`src/hdl/xeu_pkg.sv`:
```
// Package for the XML entity unescaper: payload and command types,
// entity tables and queue depth. No dependencies.
`default_nettype none
package xeu_pkg;

    localparam int unsigned QUEUE_DEPTH = 4;
    localparam logic [7:0]  CHAR_AMP    = 8'h26;

    typedef enum logic [1:0] {
        ENT_LT   = 2'd0,
        ENT_GT   = 2'd1,
        ENT_AMP  = 2'd2,
        ENT_QUOT = 2'd3
    } t_ent;

    typedef struct packed {
        logic [7:0] in_byte;
        logic       in_end;
    } t_in_item;

    typedef struct packed {
        logic [7:0] out_byte;
        logic       run_end;
        logic       string_end;
    } t_out_item;

    // Per-item work: flush_len held bytes of entity ent, then an optional
    // byte, then an optional trailing '&'.
    typedef struct packed {
        t_ent       ent;
        logic [2:0] flush_len;
        logic       byte_vld;
        logic [7:0] byte_val;
        logic       amp_tail;
        logic       str_end;
    } t_cmd;

    function automatic logic [2:0] ent_len(input t_ent e);
        case (e)
            ENT_LT:   ent_len = 3'd4;
            ENT_GT:   ent_len = 3'd4;
            ENT_AMP:  ent_len = 3'd5;
            ENT_QUOT: ent_len = 3'd6;
            default:  ent_len = 3'd4;
        endcase
    endfunction

    function automatic logic [7:0] ent_char(input t_ent e);
        case (e)
            ENT_LT:   ent_char = 8'h3C;
            ENT_GT:   ent_char = 8'h3E;
            ENT_AMP:  ent_char = 8'h26;
            ENT_QUOT: ent_char = 8'h22;
            default:  ent_char = 8'h3C;
        endcase
    endfunction

    function automatic logic [7:0] ent_text(input t_ent e, input logic [2:0] idx);
        logic [7:0] r;
        r = 8'h00;
        case (idx)
            3'd0: r = CHAR_AMP;
            3'd1: begin
                case (e)
                    ENT_LT:   r = 8'h6C;
                    ENT_GT:   r = 8'h67;
                    ENT_AMP:  r = 8'h61;
                    ENT_QUOT: r = 8'h71;
                    default:  r = 8'h6C;
                endcase
            end
            3'd2: begin
                case (e)
                    ENT_LT:   r = 8'h74;
                    ENT_GT:   r = 8'h74;
                    ENT_AMP:  r = 8'h6D;
                    ENT_QUOT: r = 8'h75;
                    default:  r = 8'h74;
                endcase
            end
            3'd3: begin
                case (e)
                    ENT_LT:   r = 8'h3B;
                    ENT_GT:   r = 8'h3B;
                    ENT_AMP:  r = 8'h70;
                    ENT_QUOT: r = 8'h6F;
                    default:  r = 8'h3B;
                endcase
            end
            3'd4: begin
                case (e)
                    ENT_AMP:  r = 8'h3B;
                    ENT_QUOT: r = 8'h74;
                    default:  r = 8'h00;
                endcase
            end
            3'd5: begin
                case (e)
                    ENT_QUOT: r = 8'h3B;
                    default:  r = 8'h00;
                endcase
            end
            default: r = 8'h00;
        endcase
        return r;
    endfunction

endpackage
`default_nettype wire

```
`src/hdl/xeu_front.sv`:
```
// Front end: tracks the partial entity match and turns each item into
// a command for the back end. Depends on xeu_pkg.
`default_nettype none
module xeu_front (
    input  wire logic             i_clk,
    input  wire logic             i_rst_n,
    input  wire logic             i_acc,
    input  wire xeu_pkg::t_in_item i_item,
    output xeu_pkg::t_cmd         o_cmd,
    output logic                  o_cmd_vld
);
    import xeu_pkg::*;

    logic [2:0] r_len, n_len;
    logic [3:0] r_cand, n_cand;

    logic [2:0] len_v;
    logic [3:0] cand_v;
    logic [3:0] nxt;
    logic       done;
    t_ent       done_ent;
    t_cmd       cmd;

    function automatic t_ent first_ent(input logic [3:0] c);
        if (c[0])      first_ent = ENT_LT;
        else if (c[1]) first_ent = ENT_GT;
        else if (c[2]) first_ent = ENT_AMP;
        else           first_ent = ENT_QUOT;
    endfunction

    always_comb begin
        len_v    = r_len;
        cand_v   = r_cand;
        if (r_len > 3'd5 || r_cand == 4'd0) begin
            len_v  = 3'd0;
            cand_v = 4'd0;
        end
        nxt      = 4'd0;
        done     = 1'b0;
        done_ent = ENT_LT;
        for (int i = 0; i < 4; i++) begin
            if (cand_v[i] && len_v < ent_len(t_ent'(i))
                && ent_text(t_ent'(i), len_v) == i_item.in_byte) begin
                nxt[i] = 1'b1;
                if (len_v + 3'd1 == ent_len(t_ent'(i))) begin
                    done     = 1'b1;
                    done_ent = t_ent'(i);
                end
            end
        end

        cmd          = '0;
        cmd.str_end  = i_item.in_end;
        n_len        = len_v;
        n_cand       = cand_v;
        if (len_v != 3'd0 && done) begin
            cmd.byte_vld = 1'b1;
            cmd.byte_val = ent_char(done_ent);
            n_len        = 3'd0;
            n_cand       = 4'd0;
        end else if (len_v != 3'd0 && nxt != 4'd0) begin
            if (i_item.in_end) begin
                cmd.ent       = first_ent(nxt);
                cmd.flush_len = len_v + 3'd1;
                n_len         = 3'd0;
                n_cand        = 4'd0;
            end else begin
                n_len  = len_v + 3'd1;
                n_cand = nxt;
            end
        end else begin
            if (len_v != 3'd0) begin
                cmd.ent       = first_ent(cand_v);
                cmd.flush_len = len_v;
            end
            n_len  = 3'd0;
            n_cand = 4'd0;
            if (i_item.in_byte == CHAR_AMP) begin
                if (i_item.in_end) begin
                    cmd.amp_tail = 1'b1;
                end else begin
                    n_len  = 3'd1;
                    n_cand = 4'hF;
                end
            end else begin
                cmd.byte_vld = 1'b1;
                cmd.byte_val = i_item.in_byte;
            end
        end
    end

    assign o_cmd     = cmd;
    assign o_cmd_vld = i_acc && (cmd.flush_len != 3'd0 || cmd.byte_vld || cmd.amp_tail);

    always_ff @(posedge i_clk) begin
        if (!i_rst_n) begin
            r_len  <= 3'd0;
            r_cand <= 4'd0;
        end else if (i_acc) begin
            r_len  <= n_len;
            r_cand <= n_cand;
        end
    end

endmodule
`default_nettype wire

```
`src/hdl/xeu_queue.sv`:
```
// Command queue between front and back end, small register file.
// Depends on xeu_pkg.
`default_nettype none
module xeu_queue #(
    parameter int unsigned P_DEPTH = xeu_pkg::QUEUE_DEPTH
) (
    input  wire logic          i_clk,
    input  wire logic          i_rst_n,
    input  wire logic          i_wr,
    input  wire xeu_pkg::t_cmd i_wdata,
    output logic               o_full,
    input  wire logic          i_rd,
    output xeu_pkg::t_cmd      o_rdata,
    output logic               o_empty
);
    import xeu_pkg::*;

    localparam int unsigned PW = (P_DEPTH > 1) ? $clog2(P_DEPTH) : 1;
    localparam int unsigned CW = $clog2(P_DEPTH + 1);

    t_cmd          r_mem [P_DEPTH];
    logic [PW-1:0] r_wp, r_rp;
    logic [CW-1:0] r_cnt;
    logic          wr_en, rd_en;

    assign o_full  = (r_cnt == CW'(P_DEPTH));
    assign o_empty = (r_cnt == '0);
    assign wr_en   = i_wr && !o_full;
    assign rd_en   = i_rd && !o_empty;
    assign o_rdata = r_mem[r_rp];

    always_ff @(posedge i_clk) begin
        if (wr_en) begin
            r_mem[r_wp] <= i_wdata;
        end
    end

    always_ff @(posedge i_clk) begin
        if (!i_rst_n) begin
            r_wp  <= '0;
            r_rp  <= '0;
            r_cnt <= '0;
        end else begin
            if (wr_en) begin
                r_wp <= (r_wp == PW'(P_DEPTH - 1)) ? '0 : r_wp + PW'(1);
            end
            if (rd_en) begin
                r_rp <= (r_rp == PW'(P_DEPTH - 1)) ? '0 : r_rp + PW'(1);
            end
            if (wr_en && !rd_en) begin
                r_cnt <= r_cnt + CW'(1);
            end else if (rd_en && !wr_en) begin
                r_cnt <= r_cnt - CW'(1);
            end
        end
    end

endmodule
`default_nettype wire

```
`src/hdl/xeu_back.sv`:
```
// Back end: expands the command at the queue head into result items,
// one per pop. Depends on xeu_pkg.
`default_nettype none
module xeu_back (
    input  wire logic          i_clk,
    input  wire logic          i_rst_n,
    input  wire xeu_pkg::t_cmd i_cmd,
    input  wire logic          i_cmd_empty,
    output logic               o_cmd_rd,
    input  wire logic          i_pop,
    output xeu_pkg::t_out_item o_item
);
    import xeu_pkg::*;

    logic [2:0] r_idx;
    logic [2:0] total;
    logic       last;
    logic       take;

    assign total = i_cmd.flush_len + {2'b00, i_cmd.byte_vld} + {2'b00, i_cmd.amp_tail};
    assign last  = (r_idx + 3'd1 == total);
    assign take  = i_pop && !i_cmd_empty;

    always_comb begin
        if (r_idx < i_cmd.flush_len) begin
            o_item.out_byte = ent_text(i_cmd.ent, r_idx);
        end else if (r_idx == i_cmd.flush_len && i_cmd.byte_vld) begin
            o_item.out_byte = i_cmd.byte_val;
        end else begin
            o_item.out_byte = CHAR_AMP;
        end
        o_item.run_end    = last;
        o_item.string_end = last && i_cmd.str_end;
    end

    assign o_cmd_rd = take && last;

    always_ff @(posedge i_clk) begin
        if (!i_rst_n) begin
            r_idx <= 3'd0;
        end else if (take) begin
            r_idx <= last ? 3'd0 : r_idx + 3'd1;
        end
    end

endmodule
`default_nettype wire

```
`src/hdl/xml_entity_unescape_top.sv`:
```
// XML entity unescaper, top level: front end, command queue, back end.
// Throughput: one item per cycle while the command queue is not full; an item
// yields up to six results, one per cycle at the output while pop is held, and
// the command queue absorbs the difference.
// Reset: synchronous, active low; clears match state, queue and expander.
// Depends on xeu_pkg, xeu_front, xeu_queue, xeu_back.
`default_nettype none
module xml_entity_unescape_top #(
    parameter int unsigned P_QUEUE_DEPTH = xeu_pkg::QUEUE_DEPTH
) (
    input  wire logic              i_clk,
    input  wire logic              i_rst_n,
    input  wire logic              push,
    output logic                   full,
    input  wire xeu_pkg::t_in_item i_in_item,
    output logic                   empty,
    input  wire logic              pop,
    output xeu_pkg::t_out_item     o_out_item
);
    import xeu_pkg::*;

    t_cmd fe_cmd, q_cmd;
    logic fe_vld, q_full, q_empty, q_rd, acc;

    assign full  = q_full;
    assign empty = q_empty;
    assign acc   = push && !q_full;

    xeu_front u_front (
        .i_clk     (i_clk),
        .i_rst_n   (i_rst_n),
        .i_acc     (acc),
        .i_item    (i_in_item),
        .o_cmd     (fe_cmd),
        .o_cmd_vld (fe_vld)
    );

    xeu_queue #(
        .P_DEPTH (P_QUEUE_DEPTH)
    ) u_queue (
        .i_clk   (i_clk),
        .i_rst_n (i_rst_n),
        .i_wr    (fe_vld),
        .i_wdata (fe_cmd),
        .o_full  (q_full),
        .i_rd    (q_rd),
        .o_rdata (q_cmd),
        .o_empty (q_empty)
    );

    xeu_back u_back (
        .i_clk       (i_clk),
        .i_rst_n     (i_rst_n),
        .i_cmd       (q_cmd),
        .i_cmd_empty (q_empty),
        .o_cmd_rd    (q_rd),
        .i_pop       (pop),
        .o_item      (o_out_item)
    );

endmodule
`default_nettype wire

```
`config.mk`:
```
export PLATFORM = sky130hd
export DESIGN_NAME = xml_entity_unescape_top
export DESIGN_NICKNAME = d
export VERILOG_FILES = /design/src/hdl/xeu_pkg.sv /design/src/hdl/xeu_front.sv /design/src/hdl/xeu_queue.sv /design/src/hdl/xeu_back.sv /design/src/hdl/xml_entity_unescape_top.sv
export SDC_FILE = /design/constraint.sdc
export NUM_CORES = 1
export LEC_CHECK = 0
export BUFFER_PORTS_ARGS = -buffer_cell sky130_fd_sc_hd__buf_2
export CAP_MARGIN = 25
export CORE_MARGIN = 1
export CORE_UTILIZATION = 60
export DETAILED_ROUTE_END_ITERATION = 7
export PLACE_DENSITY = 0.75
export SYNTH_ARGS = -nofsm -noshare
export SYNTH_HDL_FRONTEND = slang
export SYNTH_SLANG_ARGS = --single-unit
```
`constraint.sdc`:
```
create_clock -name i_clk -period 8.2 [get_ports i_clk]
set_input_delay 1.64 -clock i_clk [delete_from_list [all_inputs] [get_ports i_clk]]
set_output_delay 1.64 -clock i_clk [all_outputs]
set_load 0.01 [all_outputs]
```
* Word level (Yosys, flattened, before mapping) *
Memories as Yosys holds them, arrays and structs flattened. A register that Yosys moved wholly into a read port is not among the register bits.
Index checks and enable logic that the tools add are counted.

cells by class
  add/sub/neg operators = 8
  $lt $le $gt $ge = 5
  equality and inequality tests = 30
  mux-type cells = 72
  reduce and logical (&&, ||, !) cells = 38

operator list
  kind                                           count
  case mux 8 bit (4 select lines)                2
  case mux 7 bit (4 select lines)                2
  case mux 8 bit (3 select lines)                2
  case mux 8 bit (6 select lines)                1
  case mux 7 bit (6 select lines)                1
  2-to-1 mux 3 bit                               12
  case mux 7 bit (5 select lines)                1
  == test 7 x 8 -> 1 bit                         4
  2-to-1 mux 2 bit                               13
  2-to-1 mux 4 bit                               6
  2-to-1 mux 1 bit                               21
  logical AND 1 bit                              20
  2-to-1 mux 5 bit                               4
  == test 3 bit                                  6
  2-to-1 mux 9 bit                               2
  2-to-1 mux 8 bit                               2
  == test 3 bit, second input constant           5
  case mux 7 bit (2 select lines)                1
  == test 2 bit, second input constant           6
  == test 3 x 2 -> 1 bit, second input constant  4
  2-to-1 mux 10 bit                              1
  adder 3 x 1 -> 3 bit, second input constant    3
  logical NOT 3 bit                              3
  < comparator 3 bit, second input constant      3
  other kinds (17)                               28

word-level totals
  register bits after elaboration = 17
  RAM bits = 64
  memories = 1

memories
  memory         depth  width  rd ports  clocked after memory_dff  write ports  RTL line         text
  u_queue.r_mem  4      16     1         1                         1            xeu_queue.sv:21  t_cmd r_mem [P_DEPTH];

* Longest topological paths before layout *
  depth after elaboration = 28
  mapped depth = 22
  depth with buffers taken out = 19

* Modules after synthesis *
A second synthesis with hierarchy kept.

unflattened totals
  cells, all modules = 474
  area total of the unflattened synthesis = 5312.6 um2

by module, submodules not included
  module                   times used  cells an instance  area each (um2)
  xeu_queue                1           135                2826.5
  xeu_front                1           241                1736.7
  xeu_back                 1           97                 735.7
  xml_entity_unescape_top  1           1                  13.8

* Worst setup path before layout *
OpenSTA, ideal clock, no wires.

  path type = reg2reg
  from = reg u_front.r_cand[1]
  to = reg u_queue.r_cnt[2]
  setup time = 0.076 ns
  arrival = 5.150 ns
  slack = 2.974 ns
  stages on the path, launching flop included = 22
  path buffers = 2
  clock period less this slack = 5.226 ns
  path through = dfxtp_1 or4_1 buf_2 buf_6 nand3_1 inv_1 ha_1 ha_1 or4_1 mux2i_1 mux2i_1 o22ai_1 or4_4 a31oi_4 a21oi_2 o21ai_4 ha_1 inv_1 fa_1 xor2_1 or3_1 a21boi_0

between the ends
  longest elaborated chain between the ends = 24
  elaborated cells on any way between the ends = 67
  classes of those cells = 1 x add/sub; 3 x order compare; 13 x eq/ne; 26 x mux; 24 x reduce/logical

ends and longest elaborated chain
  element                                               RTL line          text
  from (decl)                                           xeu_front.sv:15   logic [3:0] r_cand, n_cand;
  from (signal assigned)                                xeu_front.sv:101  r_cand <= n_cand;
  logical NOT 4 bit                                     xeu_front.sv:34   if (r_len > 3'd5 || r_cand == 4'd0) begin
  logical OR 1 bit                                      xeu_front.sv:34
  2-to-1 mux 3 bit                                      xeu_front.sv:34
  == test 3 x 2 -> 1 bit, or another cell as far along  xeu_pkg.sv:61     case (idx)
  case mux 7 bit (4 select lines)                       xeu_pkg.sv:61
  == test 7 x 8 -> 1 bit                                xeu_front.sv:43   && ent_text(t_ent'(i), len_v) == i_item.in_byte) begin
  logical AND 1 bit                                     xeu_front.sv:43
  2-to-1 mux 1 bit                                      xeu_front.sv:42   if (cand_v[i] && len_v < ent_len(t_ent'(i))
  (+9 left out)                                         n/a
  logical OR 1 bit                                      xeu_front.sv:93   assign o_cmd_vld = i_acc && (cmd.flush_len != 3'd0 || cmd.byte_vld || cmd.amp_tail);
  logical OR 1 bit (*)                                  xeu_front.sv:93
  logical AND 1 bit (*)                                 xeu_front.sv:93
  logical AND 1 bit (*)                                 xeu_queue.sv:28   assign wr_en = i_wr && !o_full;
  net u_queue.wr_en                                     xeu_queue.sv:24   logic wr_en, rd_en;
  logical NOT 1 bit                                     xeu_queue.sv:52   end else if (rd_en && !wr_en) begin
  logical AND 1 bit                                     xeu_queue.sv:52
  nonzero test 2 bit (no line)                          n/a
  to (signal assigned)                                  xeu_queue.sv:51   r_cnt <= r_cnt + CW'(1);
  to (signal assigned)                                  xeu_queue.sv:53   r_cnt <= r_cnt - CW'(1);
  to (decl)                                             xeu_queue.sv:23   logic [CW-1:0] r_cnt;

Mark *: on every way through the listed nets, which the timed path passes. The rest lies on a longest branch.
A chain may end at the register's enable or synchronous reset.

* Worst setup path after layout *
  from = reg u_front.r_cand[3]
  to = reg u_queue.r_cnt[2]

The elaborated chain is that of the path after synthesis.

==> flow_metrics.env <==
export IMPL_clkSlewWorstSetupHoldPaths_ns=0.10
export IMPL_p_comb_share_pct=34.2
export IMPL_top_level_ports=25
export IMPL_hp_start="u_queue.r_wp[1]$_SDFFE_PN0P_"
export IMPL_cts_buffer_depth=2
export IMPL_hold_depth=2
export IMPL_slew_viol_final=0
export IMPL_reg2reg_depth=19
export IMPL_core_area_um2=7848
export IMPL_die_area_um2=8593
export IMPL_wl_met3_um=510
export IMPL_place_area_um2=5091
export IMPL_dr_wl_met2_um=5105
export IMPL_synth_top_flop_cell="edfxtp_1"
export IMPL_hold_end="u_queue.r_wp[1]$_SDFFE_PN0P_"
export IMPL_wl_per_cell_um=18.29
export IMPL_design_area_um2=5285
export IMPL_clock_fmax_mhz=158.7
export IMPL_outcome="finished, final reports clean"
export IMPL_insertion_delay_ns=0.35
export IMPL_p_seq_share_pct=43.5
export IMPL_synth_top_area_cell="edfxtp_1"
export IMPL_setup_worst_path_start_class="register"
export IMPL_cts_setup_buffers=0
export IMPL_totalWireLength_um=10520
export IMPL_numCtsBuffers=9
export IMPL_fillerInstances=587
export IMPL_tightest_slew_ns=0.9694
export IMPL_hold_ws_ns=0.5121
export IMPL_async_reset_ff_share_pct=0
export IMPL_seq_area_um2=2302
export IMPL_p_leak_nw=1.952
export IMPL_p_int_mw=0.8326
export IMPL_power_density_nw_per_um2=239.2
export IMPL_yosysTopAreaCellShare_pct=38.94
export IMPL_yosys_warnings=0
export IMPL_finalCritPeriodShare_pct=76.85
export IMPL_yosys_register_bits=83
export IMPL_finalSetupViolations=0
export IMPL_clkPwrFrac_pct=22.3
export IMPL_r2r_start="u_front.r_cand[3]$_SDFFE_PN0P_"
export IMPL_drc=0
export IMPL_crit_type="reg2reg"
export IMPL_layout_common_cells="64 x edfxtp_1, 33 x nor2_1, 28 x inv_1"
export IMPL_crit_fanout=15
export IMPL_swShare_pct=34.14
export IMPL_start_util_pct=62.90
export IMPL_overflow=0
export IMPL_rrSetupSlack_ns=1.90
export IMPL_cts_root_buffer="clkbuf_8"
export IMPL_fin_util_pct=67.35
export IMPL_grt_max_degree=21
export IMPL_hold_class="reg2reg"
export IMPL_dr_total_vias=3570
export IMPL_grt_use_total_pct=26.19
export IMPL_n_antenna_cell=0
export IMPL_first_pass_iters=5
export IMPL_finClkSkew_ns=0.02497
export IMPL_vias_per_cell=6.209
export IMPL_multi_input_area_um2=2425
export IMPL_drt_iter0_drc=235
export IMPL_place_hpwl_um=7682
export IMPL_finalHoldViolCount=0
export IMPL_grt_pass1_vias=3521
export IMPL_timing_max_slew_rel_slack_pct=34.99
export IMPL_syn_nets=492
export IMPL_worst_ir_drop_vdd_uv=166.3
export IMPL_final_common_cell="edfxtp_1"
export IMPL_top_layer="met4"
export IMPL_synth_edf_count=64
export IMPL_globalplace_congestion=0.9174
export IMPL_ctsHoldBuffers=0
export IMPL_syn_area_um2=4936
export IMPL_setup_tns_ns=0
export IMPL_switching_power_mw=0.4316
export IMPL_required_ns=8.46
export IMPL_die_x_um=92.70
export IMPL_dp_slack_ns=2.008
export IMPL_postSynthCellCount=455
export IMPL_yosysUniqueCellTypes=67
export IMPL_final_setup_worst_slack_ns=1.899
export IMPL_finalCriticalPeriod_ns=6.301
export IMPL_die_y_um=92.70
export IMPL_final_nets=505
export IMPL_cts_sinks=83
export IMPL_grt_pass1_wl_um=17180
export IMPL_row_count=32
export IMPL_htree_levels=3
export IMPL_arrival_ns=6.56
export IMPL_met1_length_um=4824
export IMPL_postRouteAntennaNets=0
export IMPL_yosys_top_cells_area="edfxtp_1 39%, dfxtp_1 7.7%, mux4_2 7.3%"
export IMPL_portBuffers=24
export IMPL_cts_repair_resize_count=0
export IMPL_tritoncts="built"
export IMPL_areaGrowthSynthToFinish_pct=7.072
export IMPL_rsz0062_at_grt="false"
export IMPL_syn_mean_instance_area_um2=10.85
export IMPL_grt_antenna_before_repair=0
export IMPL_seq_area_frac_synth_pct=46.64
export IMPL_cap_violations=0
export IMPL_crit_path_end_kind="register"
export IMPL_r2r_end="u_queue.r_cnt[2]$_SDFFE_PN0P_"
export IMPL_drive_above_1_share_pct=15.01
==> power by group through the flow <==
stage          combinational (mW)  sequential, mW  clock, mW
6_report                    0.433           0.550      0.282
5_1_grt                     0.486           0.556      0.301
4_1_cts                     0.436           0.550      0.287
3_5_place_dp                0.433           0.560          0
3_3_place_gp                0.423           0.555          0
2_1_floorplan               0.328           0.548          0
==> state kept, by name (all words and copies together) (netlist names), named ones only <==
name	cells
u_back.r_idx	3
u_front.r_cand	4
u_front.r_len	3
u_queue.r_cnt	3
u_queue.r_mem	64
u_queue.r_rp	2
u_queue.r_wp	2
==> cell families (layout without fill, tap and decap cells) <==
kind of cell               Yosys count  in the layout  share of synthesized area [%]
and+or+nand+nor                    165            165                          18.43
DFF                                 83             83                          46.64
xor gates and xnor gates            12             12                          2.129
AOI/OAI and AO/OA                   93             93                          12.80
adders and majority gates           24             24                          6.388
buffers and inverters               52             70                          4.233
muxes                               26             26                          9.379
==> cell usage after synthesis, types with 3 or more instances <==
cell type,count
a211oi_1,4
a21boi_0,3
a21oi_1,18
a31oi_1,5
and2_1,14
and3_1,6
clkbuf_1,17
dfxtp_1,19
edfxtp_1,64
ha_1,22
inv_1,28
mux2i_1,8
mux4_2,16
nand2_1,25
nand2b_1,4
nand3_1,18
nand4_1,3
nor2_1,33
nor2b_1,15
nor3_1,17
nor3b_1,3
nor4_1,5
o211ai_1,8
o21a_1,3
o21ai_0,17
o21ai_1,7
o22ai_1,6
or4_1,4
xnor2_1,6
xor2_1,6
==> per-layer routing <==
layer / GRT usage [%] / vias to the layer above
met5: 0 / -
met4: 8.333 / 0
met1: 35.58 / 1745
met2: 43.33 / 93
li1: - / 1723
met3: 4.105 / 9
==> cell type report <==
cell class	count	share of cell area [%]
multi-input cells	320	45.88
flip-flops and latches	83	43.56
clock buffers	11	2.865
repair buffers	25	2.415
well taps	102	2.415
inverters	29	2.060
clock inverters	5	0.8049
==> through the flow <==
step	std cells	power [mW]
2_1_floorplan	455	0.8762
5_1_grt	575	1.342
3_3_place_gp	559	0.9784
6_report	575	1.264
3_5_place_dp	559	0.9921
4_1_cts	575	1.273
==> critical path: stages, from the launching register on <==
cell	delay [ns]
dfxtp_1	0.36
or4_1	0.80
nand3_1	0.39
inv_1	0.11
ha_1	0.26
ha_1	0.38
or4_1	0.64
mux2i_1	0.18
mux2i_1	0.09
o22ai_1	0.29
nor3_2	0.14
o31ai_2	0.83
o21ai_1	0.21
o21ai_4	0.16
ha_1	0.23
inv_1	0.06
fa_1	0.38
xor2_1	0.18
or3_1	0.30
a21boi_0	0.19
==> worst max path at each step <==
stage / from / endpoint / slack [ns] / depth (start not counted)
floorplan: u_front.r_cand[1]$_SDFFE_PN0P_ / u_queue.r_cnt[2]$_SDFFE_PN0P_ / 2.97 / 21
global placement: u_front.r_cand[1]$_SDFFE_PN0P_ / u_queue.r_cnt[2]$_SDFFE_PN0P_ / 2.28 / 19
detailed placement: u_front.r_cand[1]$_SDFFE_PN0P_ / u_queue.r_cnt[2]$_SDFFE_PN0P_ / 2.01 / 19
CTS: u_front.r_cand[3]$_SDFFE_PN0P_ / u_queue.r_cnt[2]$_SDFFE_PN0P_ / 2.00 / 19
global route: u_front.r_cand[3]$_SDFFE_PN0P_ / u_queue.r_cnt[2]$_SDFFE_PN0P_ / 1.54 / 19
finish: u_front.r_cand[3]$_SDFFE_PN0P_ / u_queue.r_cnt[2]$_SDFFE_PN0P_ / 1.90 / 19
Power figures use the tool's default switching activity.
